<file path="src/hw/rtl/sse_lfp_pkg.sv">
// Shared types and constants for the event-stream line and field parser.
// No dependencies; imported by every module of the block.
package sse_lfp_pkg;

    localparam logic [7:0] CHAR_LF = 8'h0A;
    localparam logic [7:0] CHAR_CR = 8'h0D;

    localparam logic [2:0] KIND_DATA = 3'd0;
    localparam logic [2:0] KIND_DONE = 3'd4;

    localparam logic [2:0] DONE_LEN = 3'd6;

    // Field prefixes, indexed by field kind: data, event, id, retry.
    localparam logic [7:0] PREFIX_TEXT [0:3][0:7] = '{
        '{"d", "a", "t", "a", ":", " ", 8'h00, 8'h00},
        '{"e", "v", "e", "n", "t", ":", " ",   8'h00},
        '{"i", "d", ":", " ", 8'h00, 8'h00, 8'h00, 8'h00},
        '{"r", "e", "t", "r", "y", ":", " ",   8'h00}
    };
    localparam logic [2:0] PREFIX_LEN [0:3] = '{3'd6, 3'd7, 3'd4, 3'd7};

    localparam logic [7:0] DONE_TEXT [0:7] = '{
        "[", "D", "O", "N", "E", "]", 8'h00, 8'h00
    };

    // One output transaction.
    typedef struct packed {
        logic [2:0] kind;
        logic [7:0] value;
        logic       has_byte;
        logic       last;
    } t_result;

    // Results of one input byte: a replay of held "[DONE]" bytes (data kind),
    // then up to two plain results.
    typedef struct packed {
        logic [2:0] flush_cnt;
        logic       flush_last;
        logic       p0_valid;
        t_result    p0;
        logic       p1_valid;
        t_result    p1;
    } t_desc;

endpackage

</file>
<file path="src/hw/rtl/sse_lfp_parse.sv">
// Line and prefix parser: holds the per-line state and turns one byte into
// a result descriptor. Depends on sse_lfp_pkg.
module sse_lfp_parse (
    input  logic               i_clk,
    input  logic               i_rst_n,
    input  logic               i_advance,
    input  logic [7:0]         i_byte,
    output sse_lfp_pkg::t_desc o_desc
);
    import sse_lfp_pkg::*;

    localparam logic [1:0] PH_MATCH = 2'd0;
    localparam logic [1:0] PH_VALUE = 2'd1;
    localparam logic [1:0] PH_SKIP  = 2'd2;

    logic [1:0] r_phase, n_phase;
    logic [2:0] r_pos, n_pos;
    logic [3:0] r_mask, n_mask;
    logic [1:0] r_kind, n_kind;
    logic       r_cr, n_cr;
    logic [2:0] r_dcnt, n_dcnt;
    logic       r_ruled, n_ruled;
    logic       r_held_v, n_held_v;
    logic [7:0] r_held_b, n_held_b;

    t_desc      desc;
    logic [3:0] next_mask;
    logic       found;
    logic [1:0] take_en;
    logic [7:0] take_b [0:1];
    logic       consumed;
    t_result    plain;

    always_comb begin
        n_phase  = r_phase;
        n_pos    = r_pos;
        n_mask   = r_mask;
        n_kind   = r_kind;
        n_cr     = r_cr;
        n_dcnt   = r_dcnt;
        n_ruled  = r_ruled;
        n_held_v = r_held_v;
        n_held_b = r_held_b;
        desc      = '0;
        next_mask = '0;
        found     = 1'b0;
        consumed  = 1'b0;
        plain     = '0;
        take_en   = 2'b00;
        take_b[0] = CHAR_CR;
        take_b[1] = i_byte;

        case (r_phase)
            PH_MATCH: begin
                if (i_byte != CHAR_LF) begin
                    for (int k = 0; k < 4; k++) begin
                        next_mask[k] = r_mask[k] && (r_pos < PREFIX_LEN[k])
                                       && (i_byte == PREFIX_TEXT[k][r_pos]);
                    end
                    n_mask = next_mask;
                    n_pos  = r_pos + 3'd1;
                    if (next_mask == 4'd0) begin
                        n_phase = PH_SKIP;
                    end else begin
                        for (int k = 0; k < 4; k++) begin
                            if (!found && next_mask[k] && n_pos == PREFIX_LEN[k]) begin
                                found    = 1'b1;
                                n_phase  = PH_VALUE;
                                n_kind   = 2'(k);
                                n_cr     = 1'b0;
                                n_dcnt   = '0;
                                n_ruled  = 1'b0;
                                n_held_v = 1'b0;
                                n_held_b = '0;
                            end
                        end
                    end
                end
            end
            PH_VALUE: begin
                if (i_byte == CHAR_LF) begin
                    // Close the value: done marker, replayed prefix, held byte or empty.
                    if (r_kind == 2'd0 && !r_ruled && r_dcnt != 3'd0) begin
                        if (r_dcnt >= DONE_LEN) begin
                            desc.p0_valid = 1'b1;
                            desc.p0       = '{KIND_DONE, 8'h00, 1'b0, 1'b1};
                        end else begin
                            desc.flush_cnt  = r_dcnt;
                            desc.flush_last = 1'b1;
                        end
                    end else if (r_held_v) begin
                        desc.p0_valid = 1'b1;
                        desc.p0       = '{{1'b0, r_kind}, r_held_b, 1'b1, 1'b1};
                    end else begin
                        desc.p0_valid = 1'b1;
                        desc.p0       = '{{1'b0, r_kind}, 8'h00, 1'b0, 1'b1};
                    end
                end else begin
                    // A pending carriage return becomes a value byte ahead of this one.
                    take_en = {i_byte != CHAR_CR, r_cr};
                    n_cr    = (i_byte == CHAR_CR);
                    for (int t = 0; t < 2; t++) begin
                        consumed = 1'b0;
                        if (take_en[t]) begin
                            if (n_kind == 2'd0 && !n_ruled) begin
                                if (n_dcnt < DONE_LEN && take_b[t] == DONE_TEXT[n_dcnt]) begin
                                    n_dcnt   = n_dcnt + 3'd1;
                                    consumed = 1'b1;
                                end else begin
                                    n_ruled        = 1'b1;
                                    desc.flush_cnt = n_dcnt;
                                end
                            end
                            if (!consumed) begin
                                if (n_held_v) begin
                                    plain = '{{1'b0, n_kind}, n_held_b, 1'b1, 1'b0};
                                    if (!desc.p0_valid) begin
                                        desc.p0_valid = 1'b1;
                                        desc.p0       = plain;
                                    end else begin
                                        desc.p1_valid = 1'b1;
                                        desc.p1       = plain;
                                    end
                                end
                                n_held_b = take_b[t];
                                n_held_v = 1'b1;
                            end
                        end
                    end
                end
            end
            default: begin
            end
        endcase

        // Newline restarts the line in every phase.
        if (i_byte == CHAR_LF) begin
            n_phase  = PH_MATCH;
            n_pos    = '0;
            n_mask   = 4'hF;
            n_cr     = 1'b0;
            n_dcnt   = '0;
            n_ruled  = 1'b0;
            n_held_v = 1'b0;
            n_held_b = '0;
        end
    end

    assign o_desc = desc;

    always_ff @(posedge i_clk) begin
        if (!i_rst_n) begin
            r_phase  <= PH_MATCH;
            r_pos    <= '0;
            r_mask   <= 4'hF;
            r_kind   <= '0;
            r_cr     <= 1'b0;
            r_dcnt   <= '0;
            r_ruled  <= 1'b0;
            r_held_v <= 1'b0;
            r_held_b <= '0;
        end else if (i_advance) begin
            r_phase  <= n_phase;
            r_pos    <= n_pos;
            r_mask   <= n_mask;
            r_kind   <= n_kind;
            r_cr     <= n_cr;
            r_dcnt   <= n_dcnt;
            r_ruled  <= n_ruled;
            r_held_v <= n_held_v;
            r_held_b <= n_held_b;
        end
    end

endmodule

</file>
<file path="src/hw/rtl/sse_lfp_emit.sv">
// Result register and sequencer: holds one descriptor and presents its
// results one transaction per cycle while i_ready is high. Depends on sse_lfp_pkg.
module sse_lfp_emit (
    input  logic               i_clk,
    input  logic               i_rst_n,
    input  logic               i_load,
    input  sse_lfp_pkg::t_desc i_desc,
    output logic               o_can_load,
    output logic               o_valid,
    input  logic               i_ready,
    output sse_lfp_pkg::t_result o_result
);
    import sse_lfp_pkg::*;

    t_desc      r_desc;
    logic [2:0] r_idx;
    logic [2:0] flush_left;
    logic [3:0] remaining;
    logic       in_flush;
    t_result    cur;

    assign flush_left = r_desc.flush_cnt - r_idx;
    assign remaining  = {1'b0, flush_left} + {3'd0, r_desc.p0_valid}
                        + {3'd0, r_desc.p1_valid};
    assign in_flush   = (r_idx < r_desc.flush_cnt);
    assign o_valid    = (remaining != 4'd0);
    assign o_can_load = (remaining == 4'd0) || (remaining == 4'd1 && i_ready);

    always_comb begin
        if (in_flush) begin
            cur = '{KIND_DATA, DONE_TEXT[r_idx], 1'b1,
                    r_desc.flush_last && (r_idx + 3'd1 == r_desc.flush_cnt)};
        end else if (r_desc.p0_valid) begin
            cur = r_desc.p0;
        end else begin
            cur = r_desc.p1;
        end
    end

    assign o_result = cur;

    always_ff @(posedge i_clk) begin
        if (!i_rst_n) begin
            r_desc.flush_cnt <= '0;
            r_desc.p0_valid  <= 1'b0;
            r_desc.p1_valid  <= 1'b0;
            r_idx            <= '0;
        end else if (i_load) begin
            r_desc <= i_desc;
            r_idx  <= '0;
        end else if (o_valid && i_ready) begin
            // Advance through replayed bytes first, then the plain slots in order.
            if (in_flush) begin
                r_idx <= r_idx + 3'd1;
            end else if (r_desc.p0_valid) begin
                r_desc.p0_valid <= 1'b0;
            end else begin
                r_desc.p1_valid <= 1'b0;
            end
        end
    end

endmodule

</file>
<file path="src/hw/rtl/sse_line_field_parser_top.sv">
// Event-stream line and field parser, top level: input register, parser, result sequencer.
// Results are registered in the sequencer. Throughput: one byte per cycle while each byte
// gives at most one result and the output is ready; a byte that gives n results (up to 7,
// when a held "[DONE]" prefix is replayed) holds the input until the sequencer's single
// output port is presenting the last of them.
// Reset (i_rst_n low, synchronous): pipeline empty, parser at the start of a line.
module sse_line_field_parser_top (
    input  logic       i_clk,
    input  logic       i_rst_n,
    input  logic       i_in_valid,
    output logic       o_in_ready,
    input  logic [7:0] i_stream_byte,
    output logic       o_out_valid,
    input  logic       i_out_ready,
    output logic [2:0] o_field_kind,
    output logic [7:0] o_value_byte,
    output logic       o_has_byte,
    output logic       o_value_last
);
    import sse_lfp_pkg::*;

    logic       r_in_valid;
    logic [7:0] r_in_byte;
    logic       can_load;
    logic       advance;
    t_desc      desc;
    t_result    result;

    assign advance    = r_in_valid && can_load;
    assign o_in_ready = !r_in_valid || can_load;

    always_ff @(posedge i_clk) begin
        if (!i_rst_n) begin
            r_in_valid <= 1'b0;
        end else if (i_in_valid && o_in_ready) begin
            r_in_valid <= 1'b1;
        end else if (advance) begin
            r_in_valid <= 1'b0;
        end
    end

    always_ff @(posedge i_clk) begin
        if (i_in_valid && o_in_ready) begin
            r_in_byte <= i_stream_byte;
        end
    end

    sse_lfp_parse u_parse (
        .i_clk     (i_clk),
        .i_rst_n   (i_rst_n),
        .i_advance (advance),
        .i_byte    (r_in_byte),
        .o_desc    (desc)
    );

    sse_lfp_emit u_emit (
        .i_clk      (i_clk),
        .i_rst_n    (i_rst_n),
        .i_load     (advance),
        .i_desc     (desc),
        .o_can_load (can_load),
        .o_valid    (o_out_valid),
        .i_ready    (i_out_ready),
        .o_result   (result)
    );

    assign o_field_kind = result.kind;
    assign o_value_byte = result.value;
    assign o_has_byte   = result.has_byte;
    assign o_value_last = result.last;

endmodule
</file>
<file path="config.mk">
export PLATFORM = sky130hd
export DESIGN_NAME = sse_line_field_parser_top
export DESIGN_NICKNAME = d
export VERILOG_FILES = /design/src/hw/rtl/sse_lfp_pkg.sv /design/src/hw/rtl/sse_lfp_parse.sv /design/src/hw/rtl/sse_lfp_emit.sv /design/src/hw/rtl/sse_line_field_parser_top.sv
export SDC_FILE = /design/constraint.sdc
export NUM_CORES = 1
export LEC_CHECK = 0
export ABC_AREA = 1
export BUFFER_PORTS_ARGS = -buffer_cell sky130_fd_sc_hd__buf_4
export CAP_MARGIN = 30
export CORE_ASPECT_RATIO = 0.75
export CORE_MARGIN = 2
export CORE_UTILIZATION = 60
export DETAILED_ROUTE_END_ITERATION = 7
export PLACE_DENSITY = 0.79
export SLEW_MARGIN = 20
export SYNTH_ARGS = -nofsm -noshare
export SYNTH_HDL_FRONTEND = slang
export SYNTH_HIERARCHICAL = 1
export SYNTH_SLANG_ARGS = --single-unit
</file>
<file path="constraint.sdc">
create_clock -name i_clk -period 4.2 [get_ports i_clk]
set_input_delay 0.21 -clock i_clk [delete_from_list [all_inputs] [get_ports i_clk]]
set_output_delay 0.21 -clock i_clk [all_outputs]
set_load 0.01 [all_outputs]
</file>
==> results.md <==
* Maximum clock frequency at 279 MHz
* Syn-to-layout area delta at 7.01%
* CTS root buf: clkbuf_8
* Count leader, synth: nand2_1
* Post-synthesis compound-gate area fraction at 11.4%
* Starting density of the core at between 60% and 70%
* DR DRC count at 0
* Top_reg_cell synth: edfxtp_1
* Crit share post-route at 85.4%
* DIE AREA at 0.00900 mm2
* DP Area at 0.00509 mm2
* Synthesized area at 0.00495 mm2
* Site Rows at 28
* CP required at 4470 ps
* Post-synthesis mux area share at 0%
* GR Overflow Total at 0
* CTS tree: built
* Syn_area_per_cell at just over 7 um2
* Total power at about 1500 uW
* Hold Crit Depth at 1
* Crit path kind: reg2reg
* Num CTS Buffers at 9
* Synth async-reset ratio at 0%
* Library cells used by synthesis at 50
* Reg-to-Reg End: u_parse/r_kind[0]
* Place WS at 743 ps
* PostCTS Resize Cnt at 0
* WL per Instance at 15.4 um
* HPWL after DPL at 9520 um
* Leading area contributor after synthesis: edfxtp_1
* 1st-iter DRT viols at 524
* Max IR drop VDD at ~0.22 mV
* Main combinational cell family by area after synthesis: simple AND/OR/NAND/NOR gates
* Clock slew at reported path FFs at 80 ps
* Setup repair bufs after CTS at 0
* Setup TNS at 0 ps
* CP arrival at between 3000 and 4000 ps
* RSZ-0062 raised after global routing: no
* Largest net degree at the start of global routing at 33
* HP Class: in2reg
* Clock sink total at a little under 70
* Rel. slew slack at 51.4%
* CP max FO at 15
* Cell count of the worst reg-to-reg path at 16
* Synthesized instance count at 697
* Antenna cells at 0
* Filler Cell Count at 671
* Worst R2R Setup Slack at approximately 610 ps
* Port-buffer cells at 26
* Largest cells by area after synthesis: edfxtp_1, nand2_1, dfxtp_1
* Number of global-route vias before repair at 4,211
* Slew @ Worst Pin at 723 ps
* Post-synth top cells: nand2_1, inv_1, nor2_1
* Nets at 749
* Share of layout cells above drive strength 1 at ~11%
* Outcome: finished clean
* Clk_lat worst skew at 340 ps
* Die W at 109 um
* Register area at 0.00173 mm2
* Initial antenna violation count at 0
* Clk buf depth at 2
* Pre-Repair DR Iteration Count at 5
* Post-layout instance area at around 0.0053 mm2
* Final hold viol count at 0
* Critical path capture point type: flip-flop
* Static Leak at 0.00240 uW
* Sequential area share after synthesis at 35.0%
* Tmin final at 3590 ps
* FF+latch count, synth at roughly 70
* Post-Synth Adder-Cell Area at between 6 and 7%
* Simple-gate share of the synthesized area at 35.4%
* Routed wire length at 12,700 um
* Total GRT Usage at ~29%
* First-pass GRT wire length at 20,500 um
* Antenna Violating Nets Remaining at 0
* Chip height at 82.6 um
* CP startpoint kind: flip-flop
* Max-Cap Viols at 0
* Cts hold-fix bufs at 0
* Worst setup margin at 612 ps
* Post-synthesis xor/xnor area fraction at 0.354%
* Top-area cell type share of the netlist area at around a fifth
* H-tree Lvls at 3
* Via density at 5.77
* Worst reg2reg path startpoint: u_emit/r_desc[27]
* Hold path startpoint: i_stream_byte[0]
* Final Skew at approximately 6.8 ps
* DR vias at around 4,700
* Fin. max-slew vios at 0
* Ports at 27
* PD cells at 282 mW/mm2
* Worst Hold End: r_in_byte[0]
* Synth warn at 6
* Hold slack at 38.8 ps
* RePlAce Congestion at 1.05
* Setup violations, final at 0
* Core region area at 0.00795 mm2
* Area of the multi-input gates at 0.00269 mm2
* EDFF count, synth at 35
[worst max path at each step]
| stage | start | endpoint |
|---|---|---|
| floorplan | u_emit/r_idx[0] | u_emit/r_desc[0] |
| global placement | u_emit/r_desc[27] | u_parse/r_kind[0] |
| detailed placement | u_emit/r_desc[27] | u_parse/r_kind[0] |
| CTS | u_emit/r_desc[27] | u_parse/r_kind[0] |
| global route | u_emit/r_desc[27] | u_parse/r_kind[0] |
| finish | u_emit/r_desc[27] | u_parse/r_kind[0] |
[area by class of cell]
class	instances	share of cell area, %
tap	105	2.48
sequential	69	32.7
multi-input combinational	517	50.9
timing repair buffer	27	3.83
inverter	88	6.33
clock buffer	10	2.41
clock inverter	6	1.35
[placed cells by master, fill, tap and decap left out, drive strengths merged, types with 4 or more instances in the layout]
cell / instances
clkbuf: 10
o211ai: 7
a21oi: 32
conb: 8
o21ai: 29
nor4: 5
nand4: 16
nor2: 85
nand3: 58
edfxtp: 35
o22ai: 4
ha: 23
inv: 90
nand2: 210
buf: 27
nor3: 14
dfxtp: 34
[cells by family (layout without fill, tap and decap cells)]
group	count (synthesis)	in the layout
flip-flops	69	69
AND/OR/NAND/NOR	392	392
other	2	8
buffers and inverters	117	131
AO/OA/AOI/OAI	90	90
XOR/XNOR	2	2
adder cells (fa/ha/maj)	25	25
[state kept, by name (all words and copies together) (netlist names)]
register and flops:
u_parse/r_ruled 1, u_parse/r_dcnt 3, r_in_valid 1, u_parse/r_cr 1
u_parse/r_held_v 1, u_parse/r_mask 4, u_parse/r_held_b 8, u_emit/r_desc 32
u_parse/r_phase 2, r_in_byte 8, u_emit/r_idx 3, u_parse/r_kind 2
u_parse/r_pos 3
[critical path, cell delays in order, from the launching register on]
cell and delay, ps:
dfxtp_1 610, inv_1 360, fa_1 460, inv_1 90, ha_1 160, nand2_1 60
nand2_1 120, nand2_1 60, nor3_1 220, nand2_1 80, inv_1 250, nand2_1 200
nor2_1 360, nand2_1 140, inv_1 110, nand3_1 70, a21oi_1 150
[power by group]
group          total [uW]  switching, uW  internal [uW]
logic                 187            123           63.9
clock network         546            266            280
registers             757           29.9            728
[routing by layer]
metal	part of all wire [%]	GRT usage, %	routed length (um)
met1	46	42.8	5780
met2	42	43.3	5320
met3	12	9.26	1480
met4	0.66	5.90	83
met5	0	0	0
[per-stage QoR]
step                      util [%]  instances
after floorplan                  -        703
after global placement        64.1        806
final                         66.6        822
after detailed placement      64.1        806
after global routing          66.6        822
after CTS                     66.6        822
(Power assumes the default switching activity.)
